$ cat config.mk
export PLATFORM = sky130hd
export DESIGN_NAME = c3ac_outq_flat
export DESIGN_NICKNAME = d
export VERILOG_FILES = /design/src/rtl/core/c3ac_pkg.sv /design/src/rtl/core/c3ac_out_if.sv /design/src/rtl/core/c3ac_outq.sv /design/src/flat_wrapper.sv
export SDC_FILE = /design/constraint.sdc
export NUM_CORES = 1
export LEC_CHECK = 0
export ABC_CLOCK_PERIOD_IN_PS = 6470
export BUFFER_PORTS_ARGS = -buffer_cell sky130_fd_sc_hd__buf_2
export CORE_ASPECT_RATIO = 0.6
export CORE_UTILIZATION = 50
export CTS_CLUSTER_DIAMETER = 150
export CTS_CLUSTER_SIZE = 30
export DETAILED_ROUTE_END_ITERATION = 10
export PLACE_DENSITY = 0.7
export SLEW_MARGIN = 20
export SYNTH_ARGS = -nofsm -noshare
export SYNTH_HDL_FRONTEND = slang
export SYNTH_SLANG_ARGS = --single-unit
$ cat constraint.sdc
create_clock -name clk -period 6.47 [get_ports clk]
set_input_delay 0 -clock clk [delete_from_list [all_inputs] [get_ports clk]]
set_output_delay 0 -clock clk [all_outputs]
set_load 0.01 [all_outputs]
$ cat src/rtl/core/c3ac_pkg.sv
// c3ac_pkg: shared widths, register indexes, reset coefficients and the
// result bundle type of the 3x3 convolution block.
// No dependencies.
`default_nettype none

package c3ac_pkg;

  localparam int unsigned SAMPLE_W   = 8;
  localparam int unsigned COORD_W    = 10;
  localparam int unsigned SIZE_W     = 11;
  localparam int unsigned COEF_W     = 16;
  localparam int unsigned COEF_ROW_W = 48;
  localparam int unsigned CFG_IDX_W  = 3;
  localparam int unsigned KSIZE      = 3;
  localparam int unsigned NUM_SLOTS  = 3;

  // product of an 8-bit sample (made signed) and a Q8.8 coefficient
  localparam int unsigned PROD_W = SAMPLE_W + 1 + COEF_W;
  localparam int unsigned PSUM_W = PROD_W + 2;
  localparam int unsigned SUM_W  = PSUM_W + 2;

  localparam int unsigned SIZE_RST = 1024;

  // configuration register indexes
  localparam logic [CFG_IDX_W-1:0] REG_IMAGE_WIDTH  = 3'd0;
  localparam logic [CFG_IDX_W-1:0] REG_IMAGE_HEIGHT = 3'd1;
  localparam logic [CFG_IDX_W-1:0] REG_COEF_TOP     = 3'd2;
  localparam logic [CFG_IDX_W-1:0] REG_COEF_MIDDLE  = 3'd3;
  localparam logic [CFG_IDX_W-1:0] REG_COEF_BOTTOM  = 3'd4;

  // 1-2-1 Gaussian in Q8.8, left coefficient in the low bits
  localparam logic [COEF_ROW_W-1:0] COEF_OUTER_RST = 48'h0010_0020_0010;
  localparam logic [COEF_ROW_W-1:0] COEF_INNER_RST = 48'h0020_0040_0020;

  localparam logic [SAMPLE_W-1:0] PIX_MAX = 8'hFF;

  // slot 0: (row_prev, col_prev), slot 1: (row_prev, col_cur),
  // slot 2: (row_cur, col_cur)
  typedef struct packed {
    logic [NUM_SLOTS-1:0] mask;
    logic                 frame_last;
    logic [COORD_W-1:0]   row_prev;
    logic [COORD_W-1:0]   row_cur;
    logic [COORD_W-1:0]   col_prev;
    logic [COORD_W-1:0]   col_cur;
    logic [SAMPLE_W-1:0]  px0;
    logic [SAMPLE_W-1:0]  px1;
    logic [SAMPLE_W-1:0]  px2;
  } bundle_t;

endpackage

`default_nettype wire

$ cat src/rtl/core/c3ac_out_if.sv
// c3ac_out_if: result channel (valid/ready, coordinates, pixel, flags).
// Depends on c3ac_pkg.
`default_nettype none

interface c3ac_out_if;
  logic                          valid;
  logic                          ready;
  logic [c3ac_pkg::COORD_W-1:0]  out_row;
  logic [c3ac_pkg::COORD_W-1:0]  out_col;
  logic [c3ac_pkg::SAMPLE_W-1:0] out_pixel;
  logic                          last_of_run;
  logic                          frame_done;

  modport source (output valid, output out_row, output out_col, output out_pixel,
                  output last_of_run, output frame_done, input ready);
  modport sink   (input valid, input out_row, input out_col, input out_pixel,
                  input last_of_run, input frame_done, output ready);
endinterface

`default_nettype wire

$ cat src/rtl/core/c3ac_outq.sv
// c3ac_outq: queue of per-sample result bundles; hands out up to three
// results per bundle, one transaction at a time. Depends on c3ac_pkg, c3ac_out_if.
`default_nettype none

module c3ac_outq #(
  parameter int unsigned DEPTH = 8,
  localparam int unsigned PW = (DEPTH > 1) ? $clog2(DEPTH) : 1,
  localparam int unsigned CW = $clog2(DEPTH + 1)
) (
  input  wire logic              clk,
  input  wire logic              rst_n,
  input  wire logic              push,
  input  wire c3ac_pkg::bundle_t push_data,
  output logic [CW-1:0]          count,
  c3ac_out_if.source             out_ch
);

  localparam int unsigned NS = c3ac_pkg::NUM_SLOTS;

  c3ac_pkg::bundle_t q_r [DEPTH];
  logic [PW-1:0]     wr_ptr_r;
  logic [PW-1:0]     rd_ptr_r;
  logic [CW-1:0]     count_r;
  logic [NS-1:0]     done_r;

  c3ac_pkg::bundle_t head;
  logic [NS-1:0]     pend;
  logic [NS-1:0]     sel_bit;
  logic [NS-1:0]     rest;
  logic [1:0]        sel;
  logic              last;
  logic              fire;
  logic              pop;

  assign head = q_r[rd_ptr_r];
  assign pend = head.mask & ~done_r;

  // lowest pending slot goes first
  always_comb begin
    if (pend[0]) begin
      sel = 2'd0;
    end else if (pend[1]) begin
      sel = 2'd1;
    end else begin
      sel = 2'd2;
    end
    sel_bit = NS'(1) << sel;
    rest    = pend & ~sel_bit;
    last    = (rest == '0);
  end

  always_comb begin
    case (sel)
      2'd0: begin
        out_ch.out_row   = head.row_prev;
        out_ch.out_col   = head.col_prev;
        out_ch.out_pixel = head.px0;
      end
      2'd1: begin
        out_ch.out_row   = head.row_prev;
        out_ch.out_col   = head.col_cur;
        out_ch.out_pixel = head.px1;
      end
      default: begin
        out_ch.out_row   = head.row_cur;
        out_ch.out_col   = head.col_cur;
        out_ch.out_pixel = head.px2;
      end
    endcase
  end

  assign out_ch.valid       = (count_r != '0);
  assign out_ch.last_of_run = last;
  assign out_ch.frame_done  = last & head.frame_last;
  assign count              = count_r;

  assign fire = out_ch.valid & out_ch.ready;
  assign pop  = fire & last;

  always_ff @(posedge clk) begin
    if (!rst_n) begin
      wr_ptr_r <= '0;
      rd_ptr_r <= '0;
      count_r  <= '0;
      done_r   <= '0;
    end else begin
      if (push) begin
        wr_ptr_r <= (wr_ptr_r == PW'(DEPTH - 1)) ? '0 : wr_ptr_r + PW'(1);
      end
      if (fire) begin
        if (last) begin
          done_r   <= '0;
          rd_ptr_r <= (rd_ptr_r == PW'(DEPTH - 1)) ? '0 : rd_ptr_r + PW'(1);
        end else begin
          done_r <= done_r | sel_bit;
        end
      end
      count_r <= count_r + CW'(push) - CW'(pop);
    end
  end

  always_ff @(posedge clk) begin
    if (push) begin
      q_r[wr_ptr_r] <= push_data;
    end
  end

  a_no_overflow: assert property (@(posedge clk) disable iff (!rst_n)
    push |-> (count_r < CW'(DEPTH)))
    else $error("outq: push into full queue");

  a_head_pending: assert property (@(posedge clk) disable iff (!rst_n)
    out_ch.valid |-> (pend != '0))
    else $error("outq: head bundle has no pending result");

  a_done_in_mask: assert property (@(posedge clk) disable iff (!rst_n)
    out_ch.valid |-> ((done_r & ~head.mask) == '0))
    else $error("outq: sent slot outside bundle mask");

endmodule

`default_nettype wire

$ cat src/flat_wrapper.sv
// flat-port wrapper written by rule: the top's interface ports become plain ports
module c3ac_outq_flat 
#(
  parameter int unsigned DEPTH = 8,
  localparam int unsigned PW = (DEPTH > 1) ? $clog2(DEPTH) : 1,
  localparam int unsigned CW = $clog2(DEPTH + 1)
)
  (clk, rst_n, push, push_data, count, out_ch_valid, out_ch_out_row, out_ch_out_col, out_ch_out_pixel, out_ch_last_of_run, out_ch_frame_done, out_ch_ready);
  c3ac_out_if out_ch_i ();
  input  wire logic clk;
  input  wire logic rst_n;
  input  wire logic push;
  input  wire c3ac_pkg::bundle_t push_data;
  output logic [CW-1:0] count;
  output wire logic [$bits(out_ch_i.valid)-1:0] out_ch_valid;
  output wire logic [$bits(out_ch_i.out_row)-1:0] out_ch_out_row;
  output wire logic [$bits(out_ch_i.out_col)-1:0] out_ch_out_col;
  output wire logic [$bits(out_ch_i.out_pixel)-1:0] out_ch_out_pixel;
  output wire logic [$bits(out_ch_i.last_of_run)-1:0] out_ch_last_of_run;
  output wire logic [$bits(out_ch_i.frame_done)-1:0] out_ch_frame_done;
  input wire logic [$bits(out_ch_i.ready)-1:0] out_ch_ready;
  assign out_ch_valid = out_ch_i.valid;
  assign out_ch_out_row = out_ch_i.out_row;
  assign out_ch_out_col = out_ch_i.out_col;
  assign out_ch_out_pixel = out_ch_i.out_pixel;
  assign out_ch_last_of_run = out_ch_i.last_of_run;
  assign out_ch_frame_done = out_ch_i.frame_done;
  assign out_ch_i.ready = out_ch_ready;
  c3ac_outq #(.DEPTH(DEPTH)) u_core (.clk(clk), .rst_n(rst_n), .push(push), .push_data(push_data), .count(count), .out_ch(out_ch_i));
endmodule
==> results.sh <==
export IMPL_path_cells="buf_4, buf_4, mux4_2, mux2i_1, nand2_1, o211ai_1, o21ai_0, buf_2"
export IMPL_rrSetupSlack_ns=2.57
export IMPL_crit_type="register to output pin"
export IMPL_cp_start_kind="register"
export IMPL_rsz0062_at_grt="false"
export IMPL_status="finished, final reports clean"
export IMPL_synth_seq_cells=560
export IMPL_post_route_min_period_ns=4.29
export IMPL_fmax_mhz=233
export IMPL_vias=9604
export IMPL_tightest_slew_ns=1.07
export IMPL_drc_errors=0
export IMPL_layout_common_cells="edfxtp_1 (544), mux4_2 (153), buf_2 (106)"
export IMPL_yosysSeqAreaShare_pct=78.1
export IMPL_design_die_area_mm2=0.0435
export IMPL_cp_num_buf_inv=3
export IMPL_ir_drop_mv=0.179
export IMPL_p_leak_nw=7.45
export IMPL_relSlewSlack_pct=28.7
export IMPL_die_height_um=162
export IMPL_setup_viol=0
export IMPL_arrival_ns=4.29
export IMPL_ant_nets=0
export IMPL_min_period_over_period_pct=66.3
export IMPL_first_global_vias=9930
export IMPL_cp_max_fo=46
export IMPL_antenna_found_initial=3
export IMPL_finalSetupTns_ns=0
export IMPL_drive_gt1_share_pct=29.3
export IMPL_design_portCount=107
export IMPL_synthArstFlopShare_pct=0
export IMPL_num_fill_cells=3078
export IMPL_clock_latency_ns=0.55
export IMPL_critPathMaxStageDelay_ns=0.83
export IMPL_cts_path_max_buffers=3
export IMPL_synth_edff_count=544
export IMPL_overflow=0
export IMPL_pwr_density_cell_mw_per_mm2=310
export IMPL_drt_iter0_markers=939
export IMPL_port_buffers=106
export IMPL_ctsHtreeMaxLevel=1
export IMPL_layout_area_overhead_vs_synth_pct=12.1
export IMPL_ys_warn_count=0
export IMPL_synth_area_per_cell_um2=23.5
export IMPL_drtPass1Iterations=5
export IMPL_path_clk_slew_ns=0.11
export IMPL_ys_flop_type="edfxtp_1"
export IMPL_hold_path_class="primary input to register"
export IMPL_final_max_slew_viol_count=0
export IMPL_gr_usage_all_layers_pct=19.3
export IMPL_cts_resized=0
export IMPL_ctsRootBufferMaster="clkbuf_16"
export IMPL_post_dp_hpwl_um=22800
export IMPL_rows=58
export IMPL_cts_sinks=560
export IMPL_final_hold_violation_count=0
export IMPL_hold_ws_ns=0.242
export IMPL_cts_buffers=22
export IMPL_fin_skew_ns=0.00956
export IMPL_grt_max_degree=60
export IMPL_cap_viol_max_count=0
export IMPL_netlist_instances=907
export IMPL_crit_family="buffers and inverters"
export IMPL_finalWirelength_um=40800
export IMPL_wire_per_inst_um=24.6
export IMPL_critical_path_slowest_cell="buf_4"
export IMPL_syn_area_mm2=0.0213
export IMPL_final_nets=1163
export IMPL_gp_congestion=0.707
export IMPL_grt_pass1_wl_um=62500
export IMPL_critPathCaptureType="output pin"
export IMPL_synth_cell_types=37
export IMPL_worstPathRequired_ns=6.47
export IMPL_path_common_cell="buf_4"
export IMPL_start_util_pct=50.8
export IMPL_final_common_cell="edfxtp_1"
export IMPL_fp_dieW_um=269
export IMPL_synth_nets=989
export IMPL_via_per_inst=5.78
export IMPL_cts_tree="yes"
export IMPL_core_area_mm2=0.0419
-- flip-flops by register name (all words and copies together) (netlist names), named ones only --
name	flops
u_core.count	4
u_core.done_r	3
u_core.wr_ptr_r	3
u_core.rd_ptr_r	3
u_core.q_r	544
-- Yosys cell counts, types with 2 or more instances --
library cell | number | area, µm²
nand2b_1 | 6 | 37.5
mux2i_1 | 24 | 240
nor2_1 | 12 | 45.0
o22ai_1 | 2 | 12.5
ha_1 | 9 | 113
a21oi_1 | 2 | 10.0
nor2b_1 | 4 | 25.0
edfxtp_1 | 544 | 16300
o211ai_1 | 9 | 67.6
buf_6 | 2 | 22.5
clkbuf_1 | 21 | 78.8
buf_4 | 2 | 15.0
and2_1 | 7 | 43.8
buf_1 | 5 | 18.8
nor3_1 | 2 | 10.0
o21ai_0 | 18 | 90.1
buf_2 | 14 | 70.1
dfxtp_1 | 16 | 320
mux2_2 | 3 | 33.8
inv_1 | 8 | 30.0
nand2_1 | 29 | 109
mux4_2 | 153 | 3450
-- per-stage QoR --
step | setup slack [ns] | instances | power [mW] | util [%] | area (µm²)
after detailed placement | 2.51 | 1555 | 5.83 | 53.8 | 22600
after global placement | 2.51 | 1555 | 5.81 | 53.8 | 22600
after CTS | 1.96 | 1659 | 7.51 | 57.0 | 23900
final | 2.18 | 1661 | 7.42 | 57.0 | 23900
after floorplan | 0.761 | 907 | 5.38 | - | 21300
after global routing | 1.75 | 1659 | 7.73 | 57.0 | 23900
-- kinds of logic after synthesis --
kind of cell    after synthesis  share of synthesized area (%)
buf+inv                      52                           1.10
fa+ha+maj                    11                          0.675
xor+xnor                      2                         0.0822
mux                         180                           17.4
simple gates                 66                           1.54
flops                       560                           78.1
compound gates               36                           1.03
-- layer usage --
metal / vias up / global-route usage (%) / wire length [µm]
li1: 4152 / - / -
met1: 5149 / 30.1 / 18800
met2: 268 / 30.5 / 19500
met3: 33 / 2.29 / 2020
met4: 2 / 2.89 / 554
met5: - / 0 / 13
-- report_power, final --
group	switching [mW]	total (mW)	internal, mW	leakage, nW
clock	1.00	1.67	0.665	0.299
combinational	0.778	1.60	0.819	2.07
sequential	0.0831	4.15	4.07	5.07
total	1.86	7.42	5.55	7.45
-- final cells by class --
class / count / area, µm² / share of cell area, %
clock buffers: 31 / 606 / 2.53
repair buffers: 194 / 1380 / 5.79
multi-input cells: 295 / 4490 / 18.8
diodes: 2 / 5.00 / 0.0209
inverters: 8 / 30.0 / 0.126
flip-flops and latches: 560 / 16700 / 69.7
clock inverters: 1 / 11.3 / 0.0471
well taps: 570 / 713 / 2.98
-- final timing paths --
| path | startpoint | end | cells past startpoint |
|---|---|---|---|
| max | register | out_ch_out_pixel[2] | 8 |
| min | push_data[51] | u_core.q_r[7][51]$_DFFE_PP_ | 2 |
| max reg2reg | register | u_core.count[2]$_SDFF_PN0_ | 12 |
| min reg2reg | u_core.rd_ptr_r[2]$_SDFFE_PN0N_ | register | 2 |
-- timing repair --
item | 4_1_cts | 5_1_grt
hold buffers | 72 | 0
setup buffers | 0 | 0
endpoints found under the hold margin | 560 | 0
Note: power is estimated with default switching activity, not from simulation.
